### config.mk
export PLATFORM = sky130hd
export DESIGN_NAME = magnitude_delta_step_counter
export DESIGN_NICKNAME = d
export VERILOG_FILES = /design/src/rtl/mdsc_pkg.sv /design/src/rtl/mdsc_ctrl.sv /design/src/rtl/mdsc_datapath.sv /design/src/rtl/magnitude_delta_step_counter.sv
export VERILOG_INCLUDE_DIRS = /design/src /design/src/rtl
export SDC_FILE = /design/constraint.sdc
export NUM_CORES = 1
export LEC_CHECK = 0
export BUFFER_PORTS_ARGS = -buffer_cell sky130_fd_sc_hd__buf_2
export CAP_MARGIN = 5
export CORE_AREA = 3 3 200 202
export CTS_BUF_LIST = sky130_fd_sc_hd__clkbuf_4
export CTS_CLUSTER_SIZE = 30
export DETAILED_ROUTE_END_ITERATION = 8
export DIE_AREA = 0 0 203 205
export HOLD_SLACK_MARGIN = 0.08
export MAX_ROUTING_LAYER = met4
export PLACE_DENSITY = 0.9
export RECOVER_POWER = 100
export REMOVE_ABC_BUFFERS = 1
export SETUP_SLACK_MARGIN = 0.3
export SLEW_MARGIN = 20
export SYNTH_ARGS = -nofsm -noshare
export SYNTH_HDL_FRONTEND = slang
export SYNTH_HIERARCHICAL = 1
export SYNTH_SLANG_ARGS = --single-unit
### constraint.sdc
create_clock -name i_clk -period 18.6 [get_ports i_clk]
set_input_delay 0.93 -clock i_clk [delete_from_list [all_inputs] [get_ports i_clk]]
set_output_delay 0.93 -clock i_clk [all_outputs]
set_load 0.02 [all_outputs]
### src/rtl/assert_macros.svh
// ----------------------------------------------------------------------------
// Assertion macros
// Shared concurrent assertion helpers. They compile to nothing when
// SYNTHESIS is defined.
// ----------------------------------------------------------------------------
`ifndef ASSERT_MACROS_SVH
`define ASSERT_MACROS_SVH

`ifndef SYNTHESIS

// Same-cycle implication, checked out of reset.
`define ASSERT_IMPLIES(label, clk, rst_n, ante, cons) \
    label: assert property (@(posedge clk) disable iff (!(rst_n)) (ante) |-> (cons)) \
        else $error("same-cycle implication failed");

// Next-cycle implication, checked out of reset.
`define ASSERT_NEXT(label, clk, rst_n, ante, cons) \
    label: assert property (@(posedge clk) disable iff (!(rst_n)) (ante) |=> (cons)) \
        else $error("next-cycle implication failed");

`else

`define ASSERT_IMPLIES(label, clk, rst_n, ante, cons)

`define ASSERT_NEXT(label, clk, rst_n, ante, cons)

`endif

`endif

### src/rtl/mdsc_pkg.sv
`timescale 1ns / 1ps
// ----------------------------------------------------------------------------
// mdsc_pkg
// Widths, word types and control structs shared by the step counter modules.
// ----------------------------------------------------------------------------
package mdsc_pkg;

    // Width of one signed axis sample.
    localparam int SAMPLE_BITS = 16;

    // Sum of three squares needs two more bits than one square.
    localparam int SUM_W  = 2 * SAMPLE_BITS + 2;
    // The root has half the bits of the radicand.
    localparam int ROOT_W = SUM_W / 2;
    // The partial remainder never exceeds twice the partial root.
    localparam int REM_W  = ROOT_W + 2;
    localparam int ITER_W = $clog2(ROOT_W);

    localparam int MAG_W   = 16;
    localparam int COUNT_W = 32;
    localparam int THR_W   = 16;

    localparam logic [MAG_W-1:0] MAG_MAX       = '1;
    localparam logic [THR_W-1:0] THRESHOLD_RST = THR_W'(10);

    // Squaring runs three products plus a final step to drain the last one.
    localparam logic [1:0] SQ_LAST = 2'd3;

    typedef struct packed {
        logic signed [SAMPLE_BITS-1:0] axis_x;
        logic signed [SAMPLE_BITS-1:0] axis_y;
        logic signed [SAMPLE_BITS-1:0] axis_z;
    } t_in_word;

    typedef struct packed {
        logic [COUNT_W-1:0] steps_total;
        logic               step_seen;
        logic [MAG_W-1:0]   magnitude;
    } t_out_word;

    // Commands from the controller to the datapath.
    typedef struct packed {
        logic capture;
        logic square;
        logic root_step;
        logic commit;
    } t_cmd;

    // Status from the datapath to the controller.
    typedef struct packed {
        logic sq_last;
        logic root_last;
    } t_status;

endpackage

### src/rtl/mdsc_ctrl.sv
`timescale 1ns / 1ps
// ----------------------------------------------------------------------------
// mdsc_ctrl
// Sequencer for one sample: capture, square and sum, square root, commit.
// Also owns the valid flag of the output word register.
// ----------------------------------------------------------------------------
module mdsc_ctrl (
    input  logic             i_clk,
    input  logic             i_rst_n,
    input  logic             i_in_valid,
    output logic             o_in_ready,
    output logic             o_out_valid,
    input  logic             i_out_ready,
    input  mdsc_pkg::t_status i_status,
    output mdsc_pkg::t_cmd   o_cmd
);

    localparam logic [1:0] S_IDLE   = 2'd0;
    localparam logic [1:0] S_SQUARE = 2'd1;
    localparam logic [1:0] S_ROOT   = 2'd2;
    localparam logic [1:0] S_COMMIT = 2'd3;

    logic [1:0] r_state;
    logic [1:0] n_state;
    logic       r_out_valid;
    logic       n_out_valid;
    logic       out_free;

    // The output register can take a new word when empty or being drained.
    assign out_free = !r_out_valid || i_out_ready;

    // Next state and commands.
    always_comb begin
        n_state = r_state;
        o_cmd   = '0;
        case (r_state)
            S_IDLE: begin
                if (i_in_valid) begin
                    o_cmd.capture = 1'b1;
                    n_state       = S_SQUARE;
                end
            end
            S_SQUARE: begin
                o_cmd.square = 1'b1;
                if (i_status.sq_last) begin
                    n_state = S_ROOT;
                end
            end
            S_ROOT: begin
                o_cmd.root_step = 1'b1;
                if (i_status.root_last) begin
                    n_state = S_COMMIT;
                end
            end
            S_COMMIT: begin
                if (out_free) begin
                    o_cmd.commit = 1'b1;
                    n_state      = S_IDLE;
                end
            end
            default: begin
                n_state = S_IDLE;
            end
        endcase
    end

    // Output valid: set on commit, cleared when the word is taken.
    always_comb begin
        n_out_valid = r_out_valid;
        if (o_cmd.commit) begin
            n_out_valid = 1'b1;
        end else if (i_out_ready) begin
            n_out_valid = 1'b0;
        end
    end

    always_ff @(posedge i_clk) begin
        if (!i_rst_n) begin
            r_state     <= S_IDLE;
            r_out_valid <= 1'b0;
        end else begin
            r_state     <= n_state;
            r_out_valid <= n_out_valid;
        end
    end

    // No word is taken while reset is held.
    assign o_in_ready  = i_rst_n && (r_state == S_IDLE);
    assign o_out_valid = r_out_valid;

endmodule

### src/rtl/mdsc_datapath.sv
`timescale 1ns / 1ps
// ----------------------------------------------------------------------------
// mdsc_datapath
// Shared squaring multiplier, digit-by-digit square root, threshold compare,
// saturating step counter and the output word register.
// ----------------------------------------------------------------------------
module mdsc_datapath (
    input  logic                          i_clk,
    input  logic                          i_rst_n,
    input  logic                          i_cfg_we,
    input  logic [mdsc_pkg::THR_W-1:0]    i_cfg_data,
    input  mdsc_pkg::t_in_word            i_in_word,
    input  mdsc_pkg::t_cmd                i_cmd,
    output mdsc_pkg::t_status             o_status,
    output mdsc_pkg::t_out_word           o_out_word
);

    localparam int SB     = mdsc_pkg::SAMPLE_BITS;
    localparam int SUM_W  = mdsc_pkg::SUM_W;
    localparam int ROOT_W = mdsc_pkg::ROOT_W;
    localparam int REM_W  = mdsc_pkg::REM_W;
    localparam int ITER_W = mdsc_pkg::ITER_W;
    localparam int MAG_W  = mdsc_pkg::MAG_W;
    localparam int CNT_W  = mdsc_pkg::COUNT_W;
    localparam int THR_W  = mdsc_pkg::THR_W;
    localparam int EXT_W  = MAG_W + ROOT_W;

    // Sample and arithmetic registers.
    mdsc_pkg::t_in_word       r_sample;
    logic [1:0]               r_sel;
    logic [2*SB-1:0]          r_prod;
    logic [SUM_W-1:0]         r_sum;
    logic [REM_W-1:0]         r_rem;
    logic [ROOT_W-1:0]        r_root;
    logic [ITER_W-1:0]        r_iter;

    // Architectural state.
    logic [THR_W-1:0]         r_threshold;
    logic [MAG_W-1:0]         r_prev_mag;
    logic [CNT_W-1:0]         r_count;
    mdsc_pkg::t_out_word      r_out_word;

    logic signed [SB-1:0]     sq_op;
    logic signed [2*SB-1:0]   sq_res;
    logic [REM_W-1:0]         rem_sh;
    logic [REM_W-1:0]         trial;
    logic                     trial_ok;
    logic [EXT_W-1:0]         root_ext;
    logic [MAG_W-1:0]         mag;
    logic [MAG_W:0]           limit;
    logic                     step;
    logic [CNT_W-1:0]         n_count;

    // Squaring operand picked by the sequence counter.
    always_comb begin
        case (r_sel)
            2'd0:    sq_op = r_sample.axis_x;
            2'd1:    sq_op = r_sample.axis_y;
            default: sq_op = r_sample.axis_z;
        endcase
    end

    assign sq_res = sq_op * sq_op;

    // One root digit: bring down two radicand bits and try (root << 2) | 1.
    assign rem_sh   = {r_rem[REM_W-3:0], r_sum[SUM_W-1 -: 2]};
    assign trial    = {r_root, 2'b01};
    assign trial_ok = (rem_sh >= trial);

    // Clamp the root to the magnitude width.
    assign root_ext = {{MAG_W{1'b0}}, r_root};
    assign mag      = (root_ext > EXT_W'(mdsc_pkg::MAG_MAX)) ? mdsc_pkg::MAG_MAX
                                                             : root_ext[MAG_W-1:0];

    // A step counts when the magnitude rises by more than the threshold.
    assign limit = {1'b0, r_prev_mag} + {1'b0, r_threshold};
    assign step  = ({1'b0, mag} > limit);

    always_comb begin
        n_count = r_count;
        if (step && (r_count != {CNT_W{1'b1}})) begin
            n_count = r_count + CNT_W'(1);
        end
    end

    // Control counters.
    always_ff @(posedge i_clk) begin
        if (!i_rst_n) begin
            r_sel  <= '0;
            r_iter <= '0;
        end else if (i_cmd.capture) begin
            r_sel  <= '0;
            r_iter <= '0;
        end else begin
            if (i_cmd.square) begin
                r_sel <= r_sel + 2'd1;
            end
            if (i_cmd.root_step) begin
                r_iter <= r_iter + ITER_W'(1);
            end
        end
    end

    // Sample capture, squaring pipeline and root iterations.
    always_ff @(posedge i_clk) begin
        if (i_cmd.capture) begin
            r_sample <= i_in_word;
            r_sum    <= '0;
            r_rem    <= '0;
            r_root   <= '0;
        end else if (i_cmd.square) begin
            r_prod <= $unsigned(sq_res);
            if (r_sel != 2'd0) begin
                r_sum <= r_sum + SUM_W'(r_prod);
            end
        end else if (i_cmd.root_step) begin
            r_sum <= {r_sum[SUM_W-3:0], 2'b00};
            if (trial_ok) begin
                r_rem  <= rem_sh - trial;
                r_root <= {r_root[ROOT_W-2:0], 1'b1};
            end else begin
                r_rem  <= rem_sh;
                r_root <= {r_root[ROOT_W-2:0], 1'b0};
            end
        end
    end

    // Threshold register and per-sample state.
    always_ff @(posedge i_clk) begin
        if (!i_rst_n) begin
            r_threshold <= mdsc_pkg::THRESHOLD_RST;
            r_prev_mag  <= '0;
            r_count     <= '0;
        end else begin
            if (i_cfg_we) begin
                r_threshold <= i_cfg_data;
            end
            if (i_cmd.commit) begin
                r_prev_mag <= mag;
                r_count    <= n_count;
            end
        end
    end

    // Output word register.
    always_ff @(posedge i_clk) begin
        if (i_cmd.commit) begin
            r_out_word.steps_total <= n_count;
            r_out_word.step_seen   <= step;
            r_out_word.magnitude   <= mag;
        end
    end

    assign o_status.sq_last   = (r_sel == mdsc_pkg::SQ_LAST);
    assign o_status.root_last = (r_iter == ITER_W'(ROOT_W - 1));
    assign o_out_word         = r_out_word;

endmodule

### src/rtl/magnitude_delta_step_counter.sv
`timescale 1ns / 1ps
// ----------------------------------------------------------------------------
// magnitude_delta_step_counter
// Step counter on the rise of the three-axis vector magnitude between
// successive samples, with a programmable rise threshold.
// ----------------------------------------------------------------------------
//  Channel   Direction  Handshake                  Payload
//  in        sink       i_in_valid / o_in_ready    i_in_word  (t_in_word)
//  out       source     o_out_valid / i_out_ready  o_out_word (t_out_word)
//  cfg       sink       i_cfg_we, no wait          i_cfg_data (step threshold)
//
//  From acceptance to the next acceptance a word goes through a capture
//  step, the squaring on the shared multiplier, the one-digit-per-cycle
//  square root, and a commit step.
//  The result word sits in an output register, so a new word is accepted
//  while it waits; a commit stalls only if the previous result is still held.
//  Reset is synchronous and active low; the threshold returns to 10 and the
//  count and stored magnitude to zero.
// ----------------------------------------------------------------------------
`include "assert_macros.svh"

module magnitude_delta_step_counter (
    input  logic                          i_clk,
    input  logic                          i_rst_n,
    input  logic                          i_cfg_we,
    input  logic [mdsc_pkg::THR_W-1:0]    i_cfg_data,
    input  logic                          i_in_valid,
    output logic                          o_in_ready,
    input  mdsc_pkg::t_in_word            i_in_word,
    output logic                          o_out_valid,
    input  logic                          i_out_ready,
    output mdsc_pkg::t_out_word           o_out_word
);

    mdsc_pkg::t_cmd    cmd;
    mdsc_pkg::t_status status;

    mdsc_ctrl u_ctrl (
        .i_clk       (i_clk),
        .i_rst_n     (i_rst_n),
        .i_in_valid  (i_in_valid),
        .o_in_ready  (o_in_ready),
        .o_out_valid (o_out_valid),
        .i_out_ready (i_out_ready),
        .i_status    (status),
        .o_cmd       (cmd)
    );

    mdsc_datapath u_datapath (
        .i_clk      (i_clk),
        .i_rst_n    (i_rst_n),
        .i_cfg_we   (i_cfg_we),
        .i_cfg_data (i_cfg_data),
        .i_in_word  (i_in_word),
        .i_cmd      (cmd),
        .o_status   (status),
        .o_out_word (o_out_word)
    );

    // No arithmetic runs while the block is ready for a new word.
    `ASSERT_IMPLIES(a_ready_quiet, i_clk, i_rst_n, o_in_ready, !(cmd.square || cmd.root_step || cmd.commit))

    // A commit never overwrites a result that has not been taken.
    `ASSERT_IMPLIES(a_commit_free, i_clk, i_rst_n, cmd.commit, !o_out_valid || i_out_ready)

    // A commit always presents a result in the next cycle.
    `ASSERT_NEXT(a_commit_shows, i_clk, i_rst_n, cmd.commit, o_out_valid)

    // An accepted word goes straight into the squaring phase.
    `ASSERT_NEXT(a_accept_squares, i_clk, i_rst_n, i_in_valid && o_in_ready, cmd.square)

endmodule
### Yosys cells after proc, flatten, opt, wreduce, memory -nomap -nowiden

Index checks and enable logic that the tools add are counted.

* add/subtract/negate cells: 6
* multiply operators: 1
* $lt $le $gt $ge: 3
* equal/unequal tests: 12
* mux-type cells: 21
* bitwise gates (word level): 3
* reduce and logical (&&, ||, !) cells: 14

Operators with widths (count)
* 34-bit 2-to-1 mux: 3
* 34-bit by 32-bit adder with 34-bit output: 1
* 32-bit by 1-bit adder with 32-bit output, second input constant: 1
* 16-bit by 16-bit multiplier with 32-bit output: 1
* 32-bit 2-to-1 mux: 1
* 32-bit != test, second input constant: 1
* 16-bit one-hot mux with 2 select lines: 1
* 19-bit >= comparator: 1
* 16-bit by 16-bit adder with 17-bit output: 1
* 16-bit by 17-bit greater-than comparator with 1-bit output: 1
* 17-bit by 16-bit greater-than comparator with 1-bit output, second input constant: 1
* 17-bit 2-to-1 mux: 1
* 17-bit subtractor: 1
* 16-bit 2-to-1 mux: 1
* 1-bit 2-to-1 mux: 9
* 2-bit 2-to-1 mux: 4
* 2-bit one-hot mux with 4 select lines: 1
* 2-bit == test, second input constant: 3
* 2-bit != test, second input constant: 3
* 2-bit AND reduction: 3
* 2-bit nonzero test: 3
* 5-bit by 1-bit adder with 5-bit output, second input constant: 1
* 5-bit == test, second input constant: 1
* 2-bit by 1-bit == test with 1-bit output, second input constant: 2
* 9 further kinds: 14

* register bits: 271
* input bits: 69
* output and inout bits: 51

### Depth between registers and ports, before layout

Gate-level depths: netlist (run 1).

* depth after elaboration: 5
* gate-level depth with buffers: 32
* gate-level depth less buffers: 28

### Hierarchy

Netlist (run 1), hierarchy kept.

Modules (own cells, without submodules)
* mdsc_datapath: times used 1, cells each 2429, area an instance 22999.6 sq um, seq. area each 6626.4 sq um
* mdsc_ctrl: times used 1, cells each 26, area an instance 270.3 sq um, seq. area each 60.1 sq um

### Worst setup path before layout (run 1)

Ideal clock, no wire load.

* path type: reg-to-reg
* from: reg u_datapath.r_sel[0]
* to: reg u_datapath.r_prod[31] (data pin)
* library setup time: 0.260 ns
* arrival time: 7.119 ns
* required time: 18.340 ns
* setup slack: 11.221 ns
* stages on the path, launching flop included: 27
* period minus slack after synthesis: 7.379 ns
* cells stage by stage: dfxtp_1 > inv_1 > ha_1 > clkbuf_1 > nor2_1 > a21oi_1 > inv_1 > buf_1 > nand2_1 > fa_1 > inv_1 > fa_1 > fa_1 > fa_1 > fa_1 > inv_1 > fa_1 > inv_1 > ha_1 > a21oi_1 > o21bai_1 > a221o_1 > a22o_1 > a311oi_1 > o31ai_1 > a21oi_1 > xnor2_1

* longest elaborated chain between the ends: 3
* elaborated cells on any way between the ends: 4
* classes of those cells: 1 x mul; 1 x eq/ne; 1 x mux; 1 x reduce/logical

Ends and longest elaborated chain
* from (decl): RTL line mdsc_datapath.sv:30 `logic [1:0] r_sel;`
* from (signal assigned): RTL line mdsc_datapath.sv:96 `r_sel <= r_sel + 2'd1;`
* 2-bit by 1-bit == test with 1-bit output / 2-bit zero test (equally long branches): RTL line mdsc_datapath.sv:56 `case (r_sel)`
* 16-bit one-hot mux with 2 select lines (*): RTL line mdsc_datapath.sv:56
* 16-bit by 16-bit multiplier with 32-bit output (*): RTL line mdsc_datapath.sv:63 `assign sq_res = sq_op * sq_op;`
* net u_datapath.sq_res[31]: RTL line mdsc_datapath.sv:44 `logic signed [2*SB-1:0] sq_res;`
* to (signal assigned): RTL line mdsc_datapath.sv:112 `r_prod <= $unsigned(sq_res);`
* to (decl): RTL line mdsc_datapath.sv:31 `logic [2*SB-1:0] r_prod;`

Mark *: on every way through the listed nets, which the timed path passes. The rest lies on a longest branch.
A chain may end at the register's enable or synchronous reset.

### Worst setup path in the final report (run 1)

Same ends and word-level chain as after synthesis.

==> out/metrics.cfg, run 1 <==
[clock_network]
cts_resized=0
insertion_delay_ns=0.72
root_buffer=clkbuf_4
cts_buffers=71
clk_pin_slew_ns=0.06
clockBufferDepth=3
cts_sinks=270
htree_levels=3
cts_tree=yes
postCtsSetupRepairBufs=0
ctsHoldBuffers=0

[setup_path]
crit_family=adder cells
crit_path_end_kind=flop
arrival_ns=9.88
worst_path_max_delay_cell=clkbuf_1
cp_max_fo=26
worstSetupPathType=reg2reg
path_buf_inv=9
start_kind=flop
crit_top_cell=inv_1
max_stage_delay_ns=0.97
required_ns=19.03

[drt]
initialDrtViolationCount=1108
drtPass1Iterations=5
vias=18000
drc=0
wl_per_cell_um=16.8
viasPerCell=5.73
antenna_left=0
wirelength_mm=52.8

[yosys]
yosysWarnings=6
synth_xor_xnor_area_share=0.0538
synth_compound_area_frac=0.123
synth_simple_gate_area_frac=0.129
synthesis.area_um2=23300
synthMuxAreaShare=0.0226
ys_ff_latch=270
yosysMostFrequentCell=inv_1
yosysSeqAreaShare=0.287
synth_top_family_by_area=adder cells
syn_inst=2455
synth-edff-count=128
async_flop_share=0
yosys.area_share.adder=0.303
synth_top_area_frac=0.205
synth_commonest_cells=inv_1, fa_1, nand2_1
synth_top_area_cell=fa_1
ys_types=80
yosys-top-cells-area=fa_1, edfxtp_1, dfxtp_1
synth_top_flop_cell=dfxtp_1
syn_avg_cell_area_um2=9.48

[flow_run]
cap_violations=6

[floorplan]
dieArea_um2=41600
start_util=0.605
die_h_um=205
pin_count=120
fp.dieW_um=203
core_area_um2=38500
core.rowCount=72

[global_route]
grt_pass1_vias=19000
busiest_layer=met2
antenna_found_initial=1
grt.met2_usage=0.461
grt_usage=0.263
use_met1=0.292
grt_overflow_total=0
grt_use_met3=0.0536
grt_pass1_wl_mm=87.8
grt_max_degree=97

[sta]
hold_violations=0
setup_viol=0
tns_ns=0
rsz0062_at_grt=false
finClkSkew_ns=0.0444
hold_slack_ns=0.395
fmax_mhz=106
slew_viol_final=377
max-slew-margin-rel=-2.00
period_minus_slack_ns=9.45
tightest_slew_ns=4.49
fin_crit_sh=0.508

[placement]
gp_congestion=0.999
port-buffer-count=119
dp_hpwl_mm=40.5

[finish]
nets=3059
layout-drive-gt1-share=0.0857
areaGrowthSynthToFinish_pct=7.82

[outcome]
status=finished with violations
violations=capacitance limit, slew limit

[min_path]
hold_path.class=in2reg

cells in the final DEF (no fill, tap or decap), types with 8 or more instances in the layout:
master / instances
clkbuf_4: 114
nand2_1: 227
clkinv_1: 11
a21oi_1: 119
ha_1: 182
a21o_1: 53
xnor2_1: 107
nor2_1: 208
dfxtp_1: 142
a22o_1: 17
a22oi_1: 15
xor2_1: 36
clkbuf_1: 61
nor2b_1: 13
o31ai_1: 9
a211oi_1: 28
o22ai_1: 8
mux2i_1: 48
nor3_1: 41
and2_1: 9
inv_1: 396
fa_1: 238
a2111oi_0: 9
edfxtp_1: 128
and3_1: 19
or3_1: 9
o21ai_0: 60
nand2b_1: 19
o21bai_1: 14
a31oi_1: 8
and4_1: 9
nand3_1: 35
nand4_1: 30
buf_2: 68
buf_4: 9
a311oi_1: 20
flip-flops by register name, indices dropped and copies added (netlist names):
| register | cells |
|---|---|
| u_datapath/r_prev_mag | 16 |
| u_datapath/r_count | 32 |
| u_ctrl/r_state | 2 |
| u_ctrl/o_out_valid | 1 |
| u_datapath/r_rem | 17 |
| u_datapath/r_sum | 34 |
| u_datapath/r_threshold | 16 |
| u_datapath/o_out_word | 49 |
| u_datapath/r_prod | 31 |
| u_datapath/r_sample | 48 |
| u_datapath/r_sel | 2 |
| u_datapath/r_root | 17 |
| u_datapath/r_iter | 5 |
cell type report:
| type | instances | area [um2] |
|---|---|---|
| fill | 2898 | 13400 |
| inverter | 402 | 1510 |
| clock buffer | 114 | 856 |
| timing repair buffer | 138 | 637 |
| tap | 518 | 648 |
| sequential | 270 | 6690 |
| antenna | 1 | 2.50 |
| multi-input combinational | 1687 | 14600 |
| clock inverter | 13 | 125 |
metrics by stage:
step | setup slack (ns) | area (um2) | cells | util
global placement | 10.52 | 24300 | 3015 | 0.631
global route | 8.65 | 25100 | 3143 | 0.652
floorplan | 10.73 | 22900 | 2359 | -
detailed placement | 10.11 | 24300 | 3015 | 0.631
finish | 9.15 | 25100 | 3143 | 0.652
CTS | 10.12 | 25300 | 3142 | 0.657
routing by layer:
layer  wire (um)  up-vias
li1            -     8472
met1       20000     8593
met2       26600      778
met3        4110      172
met4        2140        0
met5           0        -
kinds of logic after synthesis:
logic type      count (synthesis)
compound gates                419
xor+xnor                      143
fa+ha+maj                     420
buf+inv                       498
flops                         270
mux                            52
simple gates                  653
final timing paths:
kind,cells past startpoint,to,startpoint,slack [ns]
worst min-delay path,1,u_datapath/r_sample[29],i_in_word[29],0.39
worst min register to register,2,u_datapath/r_root[5],u_datapath/r_root[4],0.44
worst max-delay path,28,u_datapath/r_prod[31],u_datapath/r_sel[0],9.15
worst max register to register,28,u_datapath/r_prod[31],u_datapath/r_sel[0],9.15
worst register-to-register path: cells and delay by family, from the launching register on:
| kind | cells | cell delay [ns] |
|---|---|---|
| buffers and inverters | 9 | 2.13 |
| AND/OR/NAND/NOR | 3 | 0.75 |
| adder cells (fa/ha/maj) | 8 | 3.53 |
| XOR/XNOR | 1 | 0.09 |
| flip-flops | 1 | 0.35 |
| AO/OA/AOI/OAI | 7 | 2.35 |
Power of run 1 is left out: the tool's default activity adds up to more than one toggle a clock period on the data nets, which glitch-free logic cannot reach.
==> run 2: changes to the inputs <==
clock period = 8.9 ns   (was 18.6 ns; I/O delays follow)
==> run 2 against run 1 <==
Effect of this change:
- non-clock buffer count rose by 66
- final area rose by 2.4%
- the flow still finishes with violations (capacitance limit, slew limit)
- first-iteration DRC count rose by 28%
- sequential share of layout area fell by 0.63 points
- global-route usage rose by 2.0 points
- worst hold slack got worse by 0.16 ns
- fmax rose by 14%
- final cell count rose by 2.0%
- die area did not move
- critical path depth fell by 4
==> out/metrics.cfg, run 2 (synthesized netlist as in run 1, its figures left out) <==
[sta]
fin_crit_sh=0.933
tns_ns=0
max-slew-margin-rel=-2.08
setup_viol=0
hold_violations=0
slew_viol_final=309
fmax_mhz=120
rsz0062_at_grt=false
finClkSkew_ns=0.0558
tightest_slew_ns=4.62
period_minus_slack_ns=8.30

[global_route]
grt_overflow_total=0
antenna_found_initial=1
grt_pass1_vias=19500
grt_max_degree=97
grt_pass1_wl_mm=93.4
grt_usage=0.283

[floorplan]
dieArea_um2=41600
core.rowCount=72
die_h_um=205
pin_count=120
core_area_um2=38500
fp.dieW_um=203
start_util=0.605

[setup_path]
required_ns=9.35
crit_top_cell=inv_1
path_buf_inv=7
cp_max_fo=20
max_stage_delay_ns=0.90
rrSetupSlack_ns=0.60
worst_path_max_delay_cell=clkbuf_1
crit_path_end_kind=flop
worstReg2RegEnd=u_datapath/r_prod[31]
start_kind=flop
r2r_cells=24
worstSetupPathType=reg2reg
arrival_ns=8.76
crit_family=adder cells
reg2reg_from=u_datapath/r_sel[0]
path_cells=inv_1, ha_1, buf_4, a22o_1, a21oi_1, clkbuf_1, nor2_1, ha_1, inv_1, fa_1, inv_1, fa_1, inv_1, fa_1, inv_1, ha_1, a21oi_1, o21bai_1, a221o_1, a22o_1, a311oi_1, o31ai_1, a21oi_1, xnor2_1

[min_path]
min_from=i_in_valid
hold_depth=4
hold_path.class=in2reg
worstHoldEndpoint=u_ctrl/r_state[1]

[finish]
multi_input_area_um2=14600
layout-drive-gt1-share=0.0808
nets=3125
areaGrowthSynthToFinish_pct=10.4
largest_reg_flops=49
final_common_cell=inv_1
final_cell_mix=inv_1, fa_1, nand2_1
register_area_um2=6690
fillers=2846

[placement]
gp_congestion=1.02
port-buffer-count=119
dp_hpwl_mm=40.4

[drt]
antenna_left=0
drc=0
wl_per_cell_um=17.5
vias=18400
drtPass1Iterations=6
viasPerCell=5.75
wirelength_mm=56.0
initialDrtViolationCount=1415

[outcome]
violations=capacitance limit, slew limit
status=finished with violations

[flow_run]
cap_violations=6

[clock_network]
cts_tree=yes
root_buffer=clkbuf_4
cts_buffers=71
postCtsSetupRepairBufs=0
htree_levels=3
cts_sinks=270
insertion_delay_ns=0.75
clk_pin_slew_ns=0.07
clockBufferDepth=3

## run 2: tightest hold or removal path: stages
cell and delay, ns:
buf_2 0.10, nor2b_1 0.10, a2111oi_0 0.11, mux2i_1 0.13
## run 2: final cells by class
cell class | instances | share of cell area
clock inverters | 19 | 0.00550
well taps | 518 | 0.0252
repair buffers | 204 | 0.0507
inverters | 402 | 0.0587
multi-input cells | 1687 | 0.569
flip-flops and latches | 270 | 0.260
clock buffers | 104 | 0.0304
diodes | 1 | 0.0000974
## run 2: worst max-delay path by stage
stage / from / end / cells after the start
after CTS: u_datapath/r_sel[0] / u_datapath/r_prod[29] / 25
after detailed placement: u_datapath/r_sel[0] / u_datapath/r_prod[29] / 25
after global routing: u_datapath/r_sel[0] / u_datapath/r_prod[31] / 28
after global placement: u_datapath/r_sel[0] / u_datapath/r_prod[31] / 25
final: u_datapath/r_sel[0] / u_datapath/r_prod[31] / 24
after floorplan: u_datapath/r_sel[0] / u_datapath/r_prod[31] / 24
## run 2: metal layers
layer  part of all wire  track usage  up-vias
li1                   -            -     8563
met1               0.38        0.315     8842
met2               0.50        0.493      822
met3              0.076       0.0550      196
met4              0.044        0.131        0
met5                  0            -        -
## run 2: per-stage QoR
stage                     cells  setup slack [ns]   util  hold slack (ns)  area, um2
final                      3205             0.596  0.668            0.236      25700
after global routing       3205             0.292  0.668            0.248      25700
after floorplan            2359              1.03      -            0.445      22900
after detailed placement   3016             0.577  0.631            0.466      24300
after global placement     3016             0.893  0.631            0.454      24300
after CTS                  3204             0.560  0.672            0.127      25900
## run 2: repair_timing
item	4_1_cts	5_1_grt
hold buffers	65	0
endpoints found under the hold margin	65	0
resized for setup	0	3
setup endpoints to repair	0	6
Power of run 2 is left out for the same reason.
